## config.mk

```make
export PLATFORM = sky130hd
export DESIGN_NAME = bbus_merge
export DESIGN_NICKNAME = d
export VERILOG_FILES = /design/src/bbus_pkg.sv /design/src/bbus_merge.sv
export SDC_FILE = /design/constraint.sdc
export NUM_CORES = 1
export LEC_CHECK = 0
export BUFFER_PORTS_ARGS = -buffer_cell sky130_fd_sc_hd__buf_2
export CORE_MARGIN = 5
export CORE_UTILIZATION = 32
export DETAILED_ROUTE_END_ITERATION = 10
export PLACE_DENSITY = 0.73
export SETUP_SLACK_MARGIN = 0.2
export SLEW_MARGIN = 20
export SYNTH_ARGS = -nofsm -noshare
export SYNTH_HDL_FRONTEND = slang
export SYNTH_SLANG_ARGS = --single-unit
```

## constraint.sdc

```tcl
create_clock -name clk -period 3.1 [get_ports clk]
set_input_delay 0.31 -clock clk [delete_from_list [all_inputs] [get_ports clk]]
set_output_delay 0.31 -clock clk [all_outputs]
set_load 0.03 [all_outputs]
```

## src/bbus_pkg.sv

```systemverilog
// Shared types and constants for the 3x3 box-mean unsharp sharpener.
// No dependencies; every other file of the block but bbus_linebuf imports this package.
package bbus_pkg;

  localparam int PIX_W      = 8;
  localparam int RGB_W      = 3 * PIX_W;
  localparam int NUM_CHAN   = 3;
  localparam int WIN_SIZE   = 9;
  localparam int ROW_W      = 12;
  localparam int OCOL_W     = 10;
  localparam int WIDTH_W    = 11;
  localparam int CFG_IDX_W  = 2;
  localparam int CFG_DATA_W = 12;

  // Register indexes of the configuration port.
  localparam logic [CFG_IDX_W-1:0] REG_IMAGE_WIDTH  = 2'd0;
  localparam logic [CFG_IDX_W-1:0] REG_IMAGE_HEIGHT = 2'd1;

  localparam logic [WIDTH_W-1:0] WIDTH_RST  = 11'd640;
  localparam logic [ROW_W-1:0]   HEIGHT_RST = 12'd480;

  typedef logic [PIX_W-1:0] chan_t;
  typedef logic [RGB_W-1:0] rgb_t;

  // Per-pixel control that travels beside the data path.
  typedef struct packed {
    logic              emit_int;  // interior pixel (row-1, col-1) completes here
    logic              emit_bdr;  // this pixel lies on the frame border
    logic [ROW_W-1:0]  row;
    logic [OCOL_W-1:0] col;
  } pix_ctl_t;

endpackage

```

## src/bbus_merge.sv

```systemverilog
// Merge stage: collects the lane results of one pixel and emits up to two
// results, interior first; uses bbus_pkg.
module bbus_merge
  import bbus_pkg::*;
(
  input  logic     clk,
  input  logic     rst,
  input  logic     in_valid,
  input  pix_ctl_t ctl_in,
  input  chan_t    int_rgb [NUM_CHAN],
  input  chan_t    bdr_rgb [NUM_CHAN],
  output logic     advance,
  output logic     res_valid,
  input  logic     res_ready,
  output chan_t    out_red,
  output chan_t    out_green,
  output chan_t    out_blue,
  output logic [ROW_W-1:0]  out_row,
  output logic [OCOL_W-1:0] out_col,
  output logic     last_of_run
);

  logic     busy;
  logic     phase;  // interior result already transferred
  pix_ctl_t ctl;
  logic     show_int;
  logic     res_xfer;
  logic     done;

  assign show_int  = ctl.emit_int && !phase;
  assign res_valid = busy && (show_int || ctl.emit_bdr);
  assign res_xfer  = res_valid && res_ready;
  assign last_of_run = show_int ? !ctl.emit_bdr : 1'b1;
  assign done      = busy && (!res_valid || (res_ready && last_of_run));
  assign advance   = !busy || done;

  assign out_red   = show_int ? int_rgb[0] : bdr_rgb[0];
  assign out_green = show_int ? int_rgb[1] : bdr_rgb[1];
  assign out_blue  = show_int ? int_rgb[2] : bdr_rgb[2];
  assign out_row   = show_int ? ctl.row - 1'b1 : ctl.row;
  assign out_col   = show_int ? ctl.col - 1'b1 : ctl.col;

  always_ff @(posedge clk) begin
    if (rst) begin
      busy  <= 1'b0;
      phase <= 1'b0;
    end else if (advance) begin
      busy  <= in_valid;
      phase <= 1'b0;
    end else if (res_xfer && show_int) begin
      phase <= 1'b1;
    end
  end

  always_ff @(posedge clk) begin
    if (advance && in_valid) begin
      ctl <= ctl_in;
    end
  end

endmodule

```

After elaboration in Yosys (flattened, before gate mapping)
Cells that the tools add are included.
{"block": "word_totals", "output_inout_bits": 49, "wordCells": 29, "reg_bits": 26, "in_bits": 76}
{"block": "op_classes", "n_mux": 6, "add_sub_neg": 2, "n_reduce_logical": 15}
{"operator": "$mux 8", "n": 3}
{"operator": "$mux 12", "n": 1}
{"operator": "$sub 12x1->12 const B", "n": 1}
{"operator": "$mux 10", "n": 1}
{"operator": "$sub 10x1->10 const B", "n": 1}
{"operator": "$logic_and 1x1->1", "n": 7}
{"operator": "$logic_not 1->1", "n": 4}
{"operator": "$logic_or 1x1->1", "n": 3}
{"operator": "$reduce_or 2->1", "n": 1}
{"operator": "$mux 1", "n": 1}

Longest topological paths before layout
{"block": "depth", "depth_word": 9, "depth_mapped": 5, "mapped_depth_nobuf": 5}

Least setup slack after synthesis
OpenSTA, ideal clock, no wires.
{"block": "synth_timing", "kind": "flip-flop to flip-flop", "from": "register ctl[23] (netlist bit)", "to": "register ctl[0] (netlist bit) (enable)", "synth_period_minus_slack_ns": 2.325, "slack_ns": 0.775, "path_buffers": 1, "arrival_time_ns": 1.942, "required_ns": 2.717, "setup_ns": 0.383, "path_stages_with_launch": 6, "path_cell_list": "edfxtp_1 > nor2b_1 > buf_2 > maj3_1 > nand2_1 > and2_1"}
{"block": "synth_via", "elab_chain_cells": 8, "elab_cells_between_ends": 10, "classes_between": "1 x mux; 9 x reduce/logical"}
{"element": "start, declared", "line": "bbus_merge.sv:25", "source": "pix_ctl_t ctl;"}
{"element": "start signal, assigned", "line": "bbus_merge.sv:57", "source": "ctl <= ctl_in;"}
{"element": "$logic_and 1x1->1 *", "line": "bbus_merge.sv:30", "source": "assign show_int = ctl.emit_int && !phase;"}
{"element": "$logic_or 1x1->1", "line": "bbus_merge.sv:31", "source": "assign res_valid = busy && (show_int || ctl.emit_bdr);"}
{"element": "$logic_and 1x1->1", "line": "bbus_merge.sv:31"}
{"element": "$logic_not 1->1", "line": "bbus_merge.sv:34", "source": "assign done = busy && (!res_valid || (res_ready && last_of_run));"}
{"element": "$logic_or 1x1->1 *", "line": "bbus_merge.sv:34"}
{"element": "$logic_and 1x1->1 *", "line": "bbus_merge.sv:34"}
{"element": "$logic_or 1x1->1 *", "line": "bbus_merge.sv:35", "source": "assign advance = !busy || done;"}
{"element": "via advance", "line": "bbus_merge.sv:12", "source": "output logic advance,"}
{"element": "$logic_and 1x1->1 *", "line": "bbus_merge.sv:56", "source": "if (advance && in_valid) begin"}
Mark *: on every way through the listed nets, which the timed path passes. The rest lies on a longest branch.
A chain may end at the register's enable or synchronous reset.

Worst setup path in the final report
{"block": "layout_timing", "from": "register ctl[23] (netlist bit)", "to": "output port out_row[10]"}
{"block": "layout_via", "elab_chain_cells": 2}
{"element": "$logic_and 1x1->1", "line": "bbus_merge.sv:30"}
{"element": "$mux 12", "line": "bbus_merge.sv:40", "source": "assign out_row = show_int ? ctl.row - 1'b1 : ctl.row;"}
{"element": "end, declared", "line": "bbus_merge.sv:18", "source": "output logic [ROW_W-1:0] out_row,"}
No other way between the ends.

==> reports/metrics.csv <==
metric,value,unit
cts_sinks,26,
status,"complete, no violations",
first_global_vias,1477,
drc,0,
port_buffers,124,
overflow,0,
cp_slowest_cell,nor2b_2,
track_usage,13.2,%
mostFrequentLayoutCell,buf_2,
placedInstanceArea,2220,um2
grt_max_degree,25,
cts_resized,0,
ant_nets,0,
finalNetCount,377,
crit_type,reg -> out,
dieArea,6300,um2
path_cells,nor2b_2 > nand3_1 > nor4b_2 > xor2_1 > buf_2,
die_w,79.4,um
start_util,32.8,%
via_count,1576,
maxSlewViolCount,0,
p_leak,1.18,nW
area_growth,47.2,%
cts_tree,built,
cts_max_level,1,
cts_setup_buffers,0,
min_period_over_period,82.9,%
ctsHoldBuffers,0,
crit_buf_inv,1,
antenna_found_initial,0,
hpwl,3730,um
syn-num-nets,252,
grt_first_pass_wirelength,6580,um
hold_viol,0,
rows,25,
setup_viol,0,
drive_above_1_share,46.0,%
netlist_instances,174,
utilization,48.3,%
detail_route.vias_per_cell,4.48,
initialDrtViolationCount,27,
hold_path.class,in -> reg,
drtPass1Iterations,4,
cp_slowest_stage_delay,0.67,ns
clk_latency,0.26,ns
maxSlewHeadroom,47.2,%
core,4690,um2
cp-start-kind,register,
crit_arrival,2.26,ns
worstReg2RegStart,ctl[23],
path_delay_family,simple AND/OR/NAND/NOR gates,
required,2.79,ns
power_density,401,nW/um2
clock_path_buffers,2,
rsz0062_at_grt,false,
end_kind,output port,
fin_area,2270,um2
antenna_cells,0,
whs,0.217,ns
yosys_warnings,0,
cts_buffers,3,
ys_seq_area_share,49.4,%
tightest_slew,0.788,ns
final.setup.tns,0,ns
chipHeight,79.4,um
gp_congestion,0.791,
ir_drop,0.000315,V
synth_area,1540,um2
holdCritStartpoint,ctl_in[22],
cp-startpoint,ctl[23],
critPathMaxFanout,21,
syn_avg_cell_area,8.84,um2
wl_per_cell,12.7,um
max_freq,0.389,GHz
final_cell_mix,"124 x buf_2, 83 x nand2_1, 24 x edfxtp_1, 9 x xor2_1, 9 x xnor2_1",
synth-seq-cells,26,
wirelength,4460,um
cts-root-buf,clkbuf_8,
maxCapViolCount,0,
finClkSkew,0.00241,ns
clk_pin_slew,0.08,ns
pin_count,125,
synth_cell_types,31,
finalCriticalPeriod,2.57,ns
power breakdown:
part / switching (mW) / internal (mW)
logic: 0.194 / 0.103
clock network: 0.0953 / 0.0885
registers: 0.0193 / 0.409
flip-flops by register name, indices dropped and copies added, names as in the netlist:
register	count
ctl	24
busy	1
phase	1
area by class of cell:
class / count / area [um2]
Sequential cell: 26 / 761
Tap cell: 54 / 67.6
Multi-Input combinational cell: 136 / 731
Inverter: 5 / 18.8
Clock inverter: 1 / 3.75
Timing Repair Buffer: 127 / 643
Fill cell: 450 / 2430
Clock buffer: 3 / 41.3
through the flow:
stage	total power, mW	setup WS, ns	cells
after floorplan	0.619	0.775	174
final	0.909	0.531	352
after global routing	0.959	0.408	352
after CTS	0.920	0.499	352
after global placement	0.732	0.881	348
after detailed placement	0.737	0.825	348
synth_stat cells:
| master | count | share of area, % |
|---|---|---|
| nor2b_1 | 1 | 0.41 |
| nand2_1 | 83 | 20 |
| and2_1 | 1 | 0.41 |
| nand2b_1 | 1 | 0.41 |
| mux2i_1 | 1 | 0.65 |
| nor2_1 | 5 | 1.2 |
| o31ai_1 | 1 | 0.49 |
| ha_1 | 2 | 1.6 |
| maj3_1 | 1 | 0.65 |
| nor3_1 | 5 | 1.6 |
| or4_4 | 1 | 0.73 |
| inv_1 | 5 | 1.2 |
| nand3_2 | 1 | 0.65 |
| nor4_1 | 1 | 0.41 |
| clkbuf_1 | 3 | 0.73 |
| nand3b_1 | 1 | 0.49 |
| edfxtp_1 | 24 | 47 |
| nor4_2 | 1 | 0.81 |
| xor2_1 | 9 | 5.1 |
| nor3_2 | 1 | 0.65 |
| dfxtp_1 | 2 | 2.6 |
| nor4b_2 | 2 | 2.0 |
| nand4_1 | 1 | 0.41 |
| o21ai_0 | 2 | 0.65 |
| nand3_1 | 2 | 0.65 |
| o41ai_1 | 1 | 0.57 |
| a21oi_1 | 1 | 0.32 |
| buf_2 | 4 | 1.3 |
| and4_1 | 1 | 0.57 |
| xnor2_1 | 9 | 5.1 |
| o21a_1 | 1 | 0.49 |
worst paths after layout:
path,end,slack [ns],depth (start not counted)
min reg2reg,phase,0.48,2
max,out_row[10],0.53,5
min,ctl[22],0.22,1
max reg2reg,ctl[6],0.99,5
cells by family after synthesis:
family,share of synthesized area [%]
and+or+nand+nor,31.6
muxes,0.650
adders and majority gates,2.28
AOI/OAI and AO/OA,2.52
DFF,49.4
buffers and inverters,3.25
xor gates and xnor gates,10.2
per-layer routing:
metal | up-vias | part of all wire, % | GRT usage [%]
li1 | 820 | - | -
met1 | 666 | 39 | 14.4
met2 | 82 | 48 | 23.6
met3 | 8 | 11 | 4.20
met4 | 0 | 1.8 | 5.33
met5 | - | 0 | 0
No activity file was read; power rests on OpenSTA's default activity.
