===== src/bbus_pkg.sv =====
// Shared types and constants for the 3x3 box-mean unsharp sharpener.
// No dependencies; every other file of the block but bbus_linebuf imports this package.
package bbus_pkg;

  localparam int PIX_W      = 8;
  localparam int RGB_W      = 3 * PIX_W;
  localparam int NUM_CHAN   = 3;
  localparam int WIN_SIZE   = 9;
  localparam int ROW_W      = 12;
  localparam int OCOL_W     = 10;
  localparam int WIDTH_W    = 11;
  localparam int CFG_IDX_W  = 2;
  localparam int CFG_DATA_W = 12;

  // Register indexes of the configuration port.
  localparam logic [CFG_IDX_W-1:0] REG_IMAGE_WIDTH  = 2'd0;
  localparam logic [CFG_IDX_W-1:0] REG_IMAGE_HEIGHT = 2'd1;

  localparam logic [WIDTH_W-1:0] WIDTH_RST  = 11'd640;
  localparam logic [ROW_W-1:0]   HEIGHT_RST = 12'd480;

  typedef logic [PIX_W-1:0] chan_t;
  typedef logic [RGB_W-1:0] rgb_t;

  // Per-pixel control that travels beside the data path.
  typedef struct packed {
    logic              emit_int;  // interior pixel (row-1, col-1) completes here
    logic              emit_bdr;  // this pixel lies on the frame border
    logic [ROW_W-1:0]  row;
    logic [OCOL_W-1:0] col;
  } pix_ctl_t;

endpackage


===== src/bbus_lane.sv =====
// One color-channel lane: 3x3 sum, floor mean by reciprocal, sharpen.
// Two register stages; uses bbus_pkg.
module bbus_lane
  import bbus_pkg::*;
(
  input  logic  clk,
  input  logic  load_sum,
  input  logic  load_res,
  input  chan_t taps [WIN_SIZE],
  output chan_t int_val,
  output chan_t bdr_val
);

  localparam int SUM_W       = 12;
  localparam int RECIP_SHIFT = 15;
  localparam int PROD_W      = 2 * SUM_W;
  // ceil(2^15 / 9); exact floor for every sum up to 9 * 255.
  localparam logic [SUM_W-1:0] RECIP_9 = 12'd3641;

  function automatic chan_t sharpen(input chan_t p, input chan_t m);
    chan_t           d;
    logic [PIX_W:0]  s;
    d = (p >= m) ? chan_t'(p - m) : p;
    s = {1'b0, p} + {1'b0, d};
    return s[PIX_W] ? d : s[PIX_W-1:0];
  endfunction

  logic [SUM_W-1:0]  row_sum [3];
  logic [SUM_W-1:0]  sum_next;
  logic [SUM_W-1:0]  sum;
  chan_t             center;
  chan_t             newest;
  logic [PROD_W-1:0] prod;
  chan_t             mean;

  always_comb begin
    for (int i = 0; i < 3; i++) begin
      row_sum[i] = SUM_W'(taps[3*i]) + SUM_W'(taps[3*i+1]) + SUM_W'(taps[3*i+2]);
    end
    sum_next = row_sum[0] + row_sum[1] + row_sum[2];
  end

  always_ff @(posedge clk) begin
    if (load_sum) begin
      sum    <= sum_next;
      center <= taps[4];
      newest <= taps[8];
    end
  end

  assign prod = PROD_W'(sum) * PROD_W'(RECIP_9);
  assign mean = prod[RECIP_SHIFT +: PIX_W];

  // Border pixels take a mean of zero.
  always_ff @(posedge clk) begin
    if (load_res) begin
      int_val <= sharpen(center, mean);
      bdr_val <= sharpen(newest, '0);
    end
  end

endmodule


===== config.mk =====
export PLATFORM = sky130hd
export DESIGN_NAME = bbus_lane
export DESIGN_NICKNAME = d
export VERILOG_FILES = /design/src/bbus_pkg.sv /design/src/bbus_lane.sv
export SDC_FILE = /design/constraint.sdc
export NUM_CORES = 1
export LEC_CHECK = 0
export ABC_AREA = 1
export BUFFER_PORTS_ARGS = -buffer_cell sky130_fd_sc_hd__buf_4
export CAP_MARGIN = 20
export CORE_ASPECT_RATIO = 0.6
export CORE_MARGIN = 4
export CORE_UTILIZATION = 49
export DETAILED_ROUTE_END_ITERATION = 12
export MAX_ROUTING_LAYER = met4
export PLACE_DENSITY = 0.71
export SYNTH_ARGS = -nofsm -noshare
export SYNTH_HDL_FRONTEND = slang
export SYNTH_SLANG_ARGS = --single-unit
export TNS_END_PERCENT = 30

===== constraint.sdc =====
create_clock -name clk -period 8.95 [get_ports clk]
set_input_delay 0.4475 -clock clk [delete_from_list [all_inputs] [get_ports clk]]
set_output_delay 0.4475 -clock clk [all_outputs]
set_load 0.01 [all_outputs]

======== Yosys cells after proc, flatten, opt, wreduce, memory -nomap -nowiden ========
Index checks and enable logic that the tools add are counted.
cells by class
  add/subtract/negate cells ............... 11
  multipliers ............................. 1
  magnitude comparators ................... 1
  muxes and demuxes ....................... 3
operators by type and width
  kind                                                  number
  adder 8 x 8 -> 9 bit                                  5
  adder 9 x 8 -> 10 bit                                 3
  2-to-1 mux 8 bit                                      3
  multiplier 12 x 12 -> 23 bit (second input constant)  1
  adder 11 x 10 -> 12 bit                               1
  adder 10 x 10 -> 11 bit                               1
  >= comparator 8 bit                                   1
  subtractor 8 bit                                      1
word-level totals
  word-level logic and storage cells ...... 21
  register bits ........................... 44
  output and inout bits ................... 16

======== Logic depth before layout (Yosys ltp) ========
Gate-level depths: netlist of run 1.
  depth after elaboration ................. 5
  gate-level depth with buffers ........... 38
  mapped depth without buffers ............ 38

======== Worst setup path after synthesis of run 1 ========
No wires, ideal clock.
  path kind ............................... flip-flop to flip-flop
  start ................................... register sum[9]
  end ..................................... register int_val[5] (data pin)
  path slack .............................. 2397 ps
  arrival time ............................ 6300 ps
  setup time .............................. 253 ps
  clock period less this slack ............ 6553 ps
  path buffers ............................ 1
  required time ........................... 8697 ps
  cell stages (with the launch flop) ...... 34
  path through ............................ edfxtp_1 > inv_1 > fa_1 > inv_1 > ha_1 > inv_1 > fa_1 > inv_1 > fa_1 > inv_1 > fa_1 > inv_1 > ha_1 > nand2_1 > nor2_1 > a21boi_0 > nor2_1 > nand2_1 > nand2_1 > ha_1 > fa_1 > o21ai_2 > o21ai_2 > nand2_2 > buf_6 > o21ai_2 > ha_1 > fa_1 > nand4_1 > nand3_2 > a21oi_4 > inv_2 > nand3_1 > nand2_1
on the way
  longest elaborated chain between the ends .. 5
  elaborated cells between the ends (all ways) .. 6
  those cells by class .................... add/sub (2); mul (1); order compare (1); mux (2)
RTL lines
  item                                                     RTL line         RTL
  start, declared                                          bbus_lane.sv:30  logic [SUM_W-1:0] sum;
  start signal, assigned                                   bbus_lane.sv:45  sum <= sum_next;
  multiplier 12 x 12 -> 23 bit (*)                         bbus_lane.sv:51  assign prod = PROD_W'(sum) * PROD_W'(RECIP_9);
  subtractor 8 bit or >= comparator 8 bit (tied branches)  bbus_lane.sv:23  d = (p >= m) ? chan_t'(p - m) : p;
  2-to-1 mux 8 bit (*)                                     bbus_lane.sv:23
  adder 8 x 8 -> 9 bit                                     bbus_lane.sv:24  s = {1'b0, p} + {1'b0, d};
  2-to-1 mux 8 bit (*)                                     bbus_lane.sv:25  return s[PIX_W] ? d : s[PIX_W-1:0];
  end signal, assigned                                     bbus_lane.sv:57  int_val <= sharpen(center, mean);
  end, declared                                            bbus_lane.sv:10  output chan_t int_val,
Mark *: on every way between the ends. The rest lies on a longest branch, timed or not.
A chain may end at the register's enable or synchronous reset.

======== Worst setup path in the final report of run 1 ========
  start ................................... register sum[9]
  end ..................................... register int_val[6] (data pin)
Same word-level chain as after synthesis.

==> metrics.md, run 1 <==
| Metric | Value |
|---|---|
| Post-CTS Hold Buffers | `0` |
| 1st-pass router iterations | `5` |
| Minimum clock period | `7150 ps` |
| Initial Util | `around half` |
| Clock-pin slew on the worst setup and hold paths | `roughly 60 ps` |
| Worst r2r src | `sum[9]` |
| Clock Latency Late Sink | `around 280 ps` |
| Worst clock skew | `approximately 5.8 ps` |
| Remaining antenna violation count after routing | `0` |
| Share of layout cells above drive strength 1 | `14.4%` |
| End point of the critical path | `int_val[6]` |
| CP required | `8990 ps` |
| Placement Rows | `31` |
| Tightest Hold Check Type | `in -> reg` |
| RSZ-0062 raised after global routing | `false` |
| CTS resizes | `0` |
| Synth area leaders | `fa_1, edfxtp_1, ha_1, nand2_1, inv_1` |
| Reg2Reg Depth | `32` |
| Tot GR Track Use | `20.9%` |
| Max cap viols | `0` |
| Worst Max-Slew Pin Slew | `approximately 390 ps` |
| Worst setup startpoint | `sum[9]` |
| Flop and latch count out of synthesis | `44` |
| Remaining global-route overflow | `0` |
| Initial antenna violation count | `0` |
| Post-synthesis sequential area ratio | `a little over a fifth` |
| Yosys top cell by area | `fa_1` |
| CTS tree | `done` |
| Rel. slew slack | `about 74%` |
| Clock sinks | `44` |
| Clk buf depth | `2` |
| Mapped Cells | `roughly 660` |
| Root Buffer | `clkbuf_16` |
| Synth Area per Inst | `between 9 and 10 um^2` |
| Drt total wl | `roughly 14000 um` |
| Routability congestion estimate | `around 1` |
| Status | `finished, final reports clean` |
| Final hold viol count | `0` |
| Vias/cell | `5.07` |
| Port buffer count | `90` |
| CP peak stage delay | `~540 ps` |
| Reg2Reg Setup Slack | `around 1800 ps` |
| Setup Crit Path Kind | `reg -> reg` |
| Post-synth EDFFs | `44` |
| Slowest CP cell | `fa_1` |
| Setup TNS | `0 ps` |
| Post-synth top area share | `between 20% and 30%` |
| DPL Wire Length | `~13000 um` |
| Via count | `about 4600` |
| Ys async rst share | `0%` |
| Crit path max fanout | `13` |
| Area Growth Syn to Fin | `16.2%` |
| CP Capture Type | `flip-flop` |
| Fillers | `1063` |
| I/O pin count | `91` |
| Yosys warns | `0` |
| Slew Limit Fails | `0` |
| CTS H-tree lvls | `2` |
| Mapped Area | `between 0.006 and 0.007 mm^2` |
| Horiz. Die Dim | `approximately 150 um` |
| Core region area | `about 0.012 mm^2` |
| DR DRC count | `0` |
| RR Endpoint | `int_val[6]` |
| Top-count cell post-synth | `nand2_1` |
| Final period util | `between 70% and 80%` |
| First DRT Iteration DRCs | `roughly 180` |
| Dominant synthesized flop cell | `edfxtp_1` |
| Cell variety after synth | `32` |
| Synth cell count leaders | `nand2_1, inv_1, ha_1, fa_1, edfxtp_1` |
| Vias in the first global route | `between 4000 and 5000` |
| Maximum number of pins on one net before global-route repair | `29` |
| Fmax | `roughly 140 MHz` |
| First-pass GRT wire length | `23700 um` |
| Critical path startpoint category | `flip-flop` |
| Cts bufs inserted | `5` |
| Post-Syn Nets | `between 900 and 1000` |
| # setup viols final | `0` |
| Crit path DAT | `about 7200 ps` |
| Die height | `~95 um` |
| Hold path depth | `1` |
| Fin nets | `slightly above 1000` |
| DIE AREA | `0.0146 mm^2` |
| Post-CTS setup buffers | `0` |
| CP dominant cell by count | `inv_1` |
| Average wire per standard cell | `between 15 and 20 um` |
| N_diodes | `0` |
==> through the flow <==
stage | hold slack [ps] | setup WS, ps | utilization (%) | area, um^2 | instances
after floorplan | 481 | 2400 | - | 6200 | 655
after global placement | 495 | 2050 | 57.8 | 7060 | 908
after detailed placement | 506 | 1840 | 57.8 | 7060 | 908
after CTS | 349 | 1810 | 59.0 | 7200 | 916
after global routing | 348 | 1290 | 59.0 | 7200 | 916
final | 354 | 1800 | 59.0 | 7200 | 916
==> worst max-delay path, delay by kind of cell (launching register included) <==
kind            cells  cell delay, ps
fa+ha+maj           9            3640
simple gates        9            1070
compound gates      6            1000
buf+inv             7             520
flops               1             450
xor+xnor            1             210
==> layout by cell type, fill, tap and decap left out, drive strengths merged, types with 7 or more instances in the layout <==
master,count
a21oi,32
buf,90
fa,85
edfxtp,44
nand2,149
nor2,21
xor2,12
ha,97
xnor2,7
o21ai,14
nand3,28
nand4,8
inv,124
==> registers in the layout, indices dropped and copies added, names as in the netlist <==
name and count:
newest 8, int_val 8, sum 12, center 8, bdr_val 8
==> worst min-delay path by stage <==
stage / start / to
3_3_place_gp: newest[6] / bdr_val[7]
5_1_grt: taps[33] / center[1]
2_1_floorplan: newest[6] / bdr_val[7]
4_1_cts: taps[33] / center[1]
3_5_place_dp: newest[6] / bdr_val[7]
6_report: taps[33] / center[1]
==> layer usage <==
metal  vias to the layer above  track usage [%]  part of all wire [%]
li1                       2294                -                     -
met1                      2208             29.6                    48
met2                       138             31.6                    43
met3                         8             5.49                   7.5
met4                         0             2.37                  0.49
met5                         -                -                     0
==> kinds of logic (layout without fill, tap and decap cells) <==
kind of cell    count (synthesis)  in the layout  synth area share, %
flops                          44             44                 21.3
buf+inv                       126            222                 7.77
simple gates                  221            221                 15.0
xor+xnor                       19             19                 2.68
fa+ha+maj                     182            182                 47.0
compound gates                 63             63                 6.16
==> area by class of cell <==
cell class | instances | area [um^2] | area share (%)
Multi-Input combinational cell | 485 | 4400 | 61.0
Clock inverter | 3 | 13.8 | 0.191
Sequential cell | 44 | 1320 | 18.3
Tap cell | 165 | 206 | 2.87
Timing Repair Buffer | 90 | 676 | 9.38
Clock buffer | 5 | 125 | 1.74
Inverter | 124 | 465 | 6.46
Power of run 1 is left out: the tool's default activity adds up to more than one toggle a clock period on the data nets, which glitch-free logic cannot reach.
==> run 2, diff against run 1 <==
Clock period 8.95 ns to 7.15 ns, I/O delays scaled along.
==> run 2 against run 1 <==
Via count increased by 1.9%. Sequential share of layout area down 0.27 points. Utilization up 0.88 points. Flip-flop and latch count is the same. Die area did not move. Critical endpoint is now int_val[5].
==> metrics.md, run 2 (synthesized netlist as in run 1, its figures left out) <==
| Metric | Value |
|---|---|
| Setup Crit Path Kind | `reg -> reg` |
| Area Growth Syn to Fin | `17.9%` |
| Rel. slew slack | `71.8% (-2.2 points)` |
| Worst Max-Slew Pin Slew | `422 ps (+32.4 ps)` |
| Fin nets | `1015 (+0.79%)` |
| 1st-pass router iterations | `5 (unchanged)` |
| CP required | `7190 ps (-1800 ps)` |
| DIE AREA | `0.0146 mm^2 (unchanged)` |
| Initial Util | `50.7% (unchanged)` |
| Average wire per standard cell | `15.5 um (-0.20%)` |
| CP top delay family | `adder cells` |
| DR DRC count | `0 (unchanged)` |
| Hold path startpoint | `taps[5]` |
| Cts bufs inserted | `5 (unchanged)` |
| Hold path depth | `1 (unchanged)` |
| Vias/cell | `5.13 (+1.0%)` |
| Reg2Reg Setup Slack | `380 ps (-1430 ps)` |
| Share of layout cells above drive strength 1 | `15.9% (+1.6 points)` |
| Status | `finished, final reports clean` |
| CP Capture Type | `flip-flop` |
| Remaining global-route overflow | `0 (unchanged)` |
| CP dominant cell by count | `inv_1` |
| DPL Wire Length | `12700 um (-0.69%)` |
| Vias in the first global route | `4891 (-1.2%)` |
| Clock Latency Late Sink | `280 ps (about the same)` |
| Clock sinks | `44 (unchanged)` |
| # setup viols final | `0 (unchanged)` |
| Worst r2r src | `sum[3]` |
| Worst clock skew | `5.84 ps (+0.0470 ps)` |
| Commonest non-fill, non-tap cell in the layout | `nand2_1` |
| Horiz. Die Dim | `153 um (unchanged)` |
| Tightest Hold Check Type | `in -> reg` |
| Most frequent cells in the layout | `nand2_1, inv_1, buf_4, ha_1, fa_1` |
| Slew Limit Fails | `0 (unchanged)` |
| Final period util | `94.7% (+15 points)` |
| Remaining antenna violation count after routing | `0 (unchanged)` |
| First DRT Iteration DRCs | `237 (+34%)` |
| Max cap viols | `0 (unchanged)` |
| Drt total wl | `14300 um (+0.67%)` |
| Via count | `4737 (+1.9%)` |
| First-pass GRT wire length | `23400 um (-1.1%)` |
| Root Buffer | `clkbuf_16` |
| Post-CTS Hold Buffers | `0 (unchanged)` |
| N_diodes | `0 (unchanged)` |
| Slowest CP cell | `fa_1` |
| Tot GR Track Use | `20.8% (-0.14 points)` |
| Reg2Reg Depth | `33 (+3.1%)` |
| Port buffer count | `90 (unchanged)` |
| Initial antenna violation count | `0 (unchanged)` |
| Fmax | `148 MHz (+5.5%)` |
| Maximum number of pins on one net before global-route repair | `29 (unchanged)` |
| Crit path DAT | `6820 ps (-370 ps)` |
| Core region area | `0.0122 mm^2 (unchanged)` |
| Die height | `95.1 um (unchanged)` |
| Minimum clock period | `6770 ps (-371 ps)` |
| CP peak stage delay | `550 ps (about the same)` |
| Post-Route Utilization | `59.8% (+0.88 points)` |
| Largest register by flop count | `sum` |
| Critical path startpoint category | `flip-flop` |
| Number of flip-flops in the largest register | `12 (unchanged)` |
| Routability congestion estimate | `0.951 (-4.7%)` |
| Placement Rows | `31 (unchanged)` |
| CP bufs+invs | `8 (+1)` |
| I/O pin count | `91 (unchanged)` |
| RR Endpoint | `int_val[5]` |
| CTS H-tree lvls | `2 (unchanged)` |
| Crit path max fanout | `13 (unchanged)` |
| Final hold viol count | `0 (unchanged)` |
| CTS tree | `done` |
| Clk buf depth | `2 (unchanged)` |
| Clock-pin slew on the worst setup and hold paths | `60 ps (about the same)` |
| WHS Endpoint | `newest[5]` |
run 2: stage by stage:
step           instances  setup WS [ps]  hold WS, ps  TNS (ps)  cell area [um^2]
2_1_floorplan        655            597          456         0              6200
3_3_place_gp         909            407          494         0              7070
3_5_place_dp         909            163          499         0              7070
4_1_cts              917            140          266         0              7230
5_1_grt              924          -13.1          265     -46.9              7310
6_report             924            375          271         0              7310
run 2: area by class of cell:
| type | count | area (um^2) |
|---|---|---|
| fill | 1039 | 4910 |
| inverter | 124 | 465 |
| tap | 165 | 206 |
| timing repair buffer | 98 | 736 |
| clock buffer | 5 | 125 |
| sequential | 44 | 1320 |
| clock inverter | 3 | 37.5 |
| multi-input combinational | 485 | 4420 |
run 2: worst max path at each step:
stage / from / to / slack (ps) / cells after the start
floorplan: sum[9] / int_val[5] / 600 / 33
global placement: sum[9] / int_val[5] / 410 / 35
detailed placement: sum[9] / int_val[7] / 160 / 34
CTS: sum[9] / int_val[7] / 140 / 34
global route: sum[9] / int_val[4] / -10 / 35
finish: sum[3] / int_val[5] / 380 / 33
run 2: what timing repair did:
action,CTS,global route
endpoints found under the setup margin,0,8
setup buffers,0,7
resized for setup,0,10
run 2: routing by layer:
metal | global-route usage [%] | part of all wire, %
met2 | 31.1 | 43
met4 | 2.67 | 0.66
met3 | 4.40 | 6.9
met1 | 30.2 | 49
met5 | - | 0
Power of run 2 is left out for the same reason.
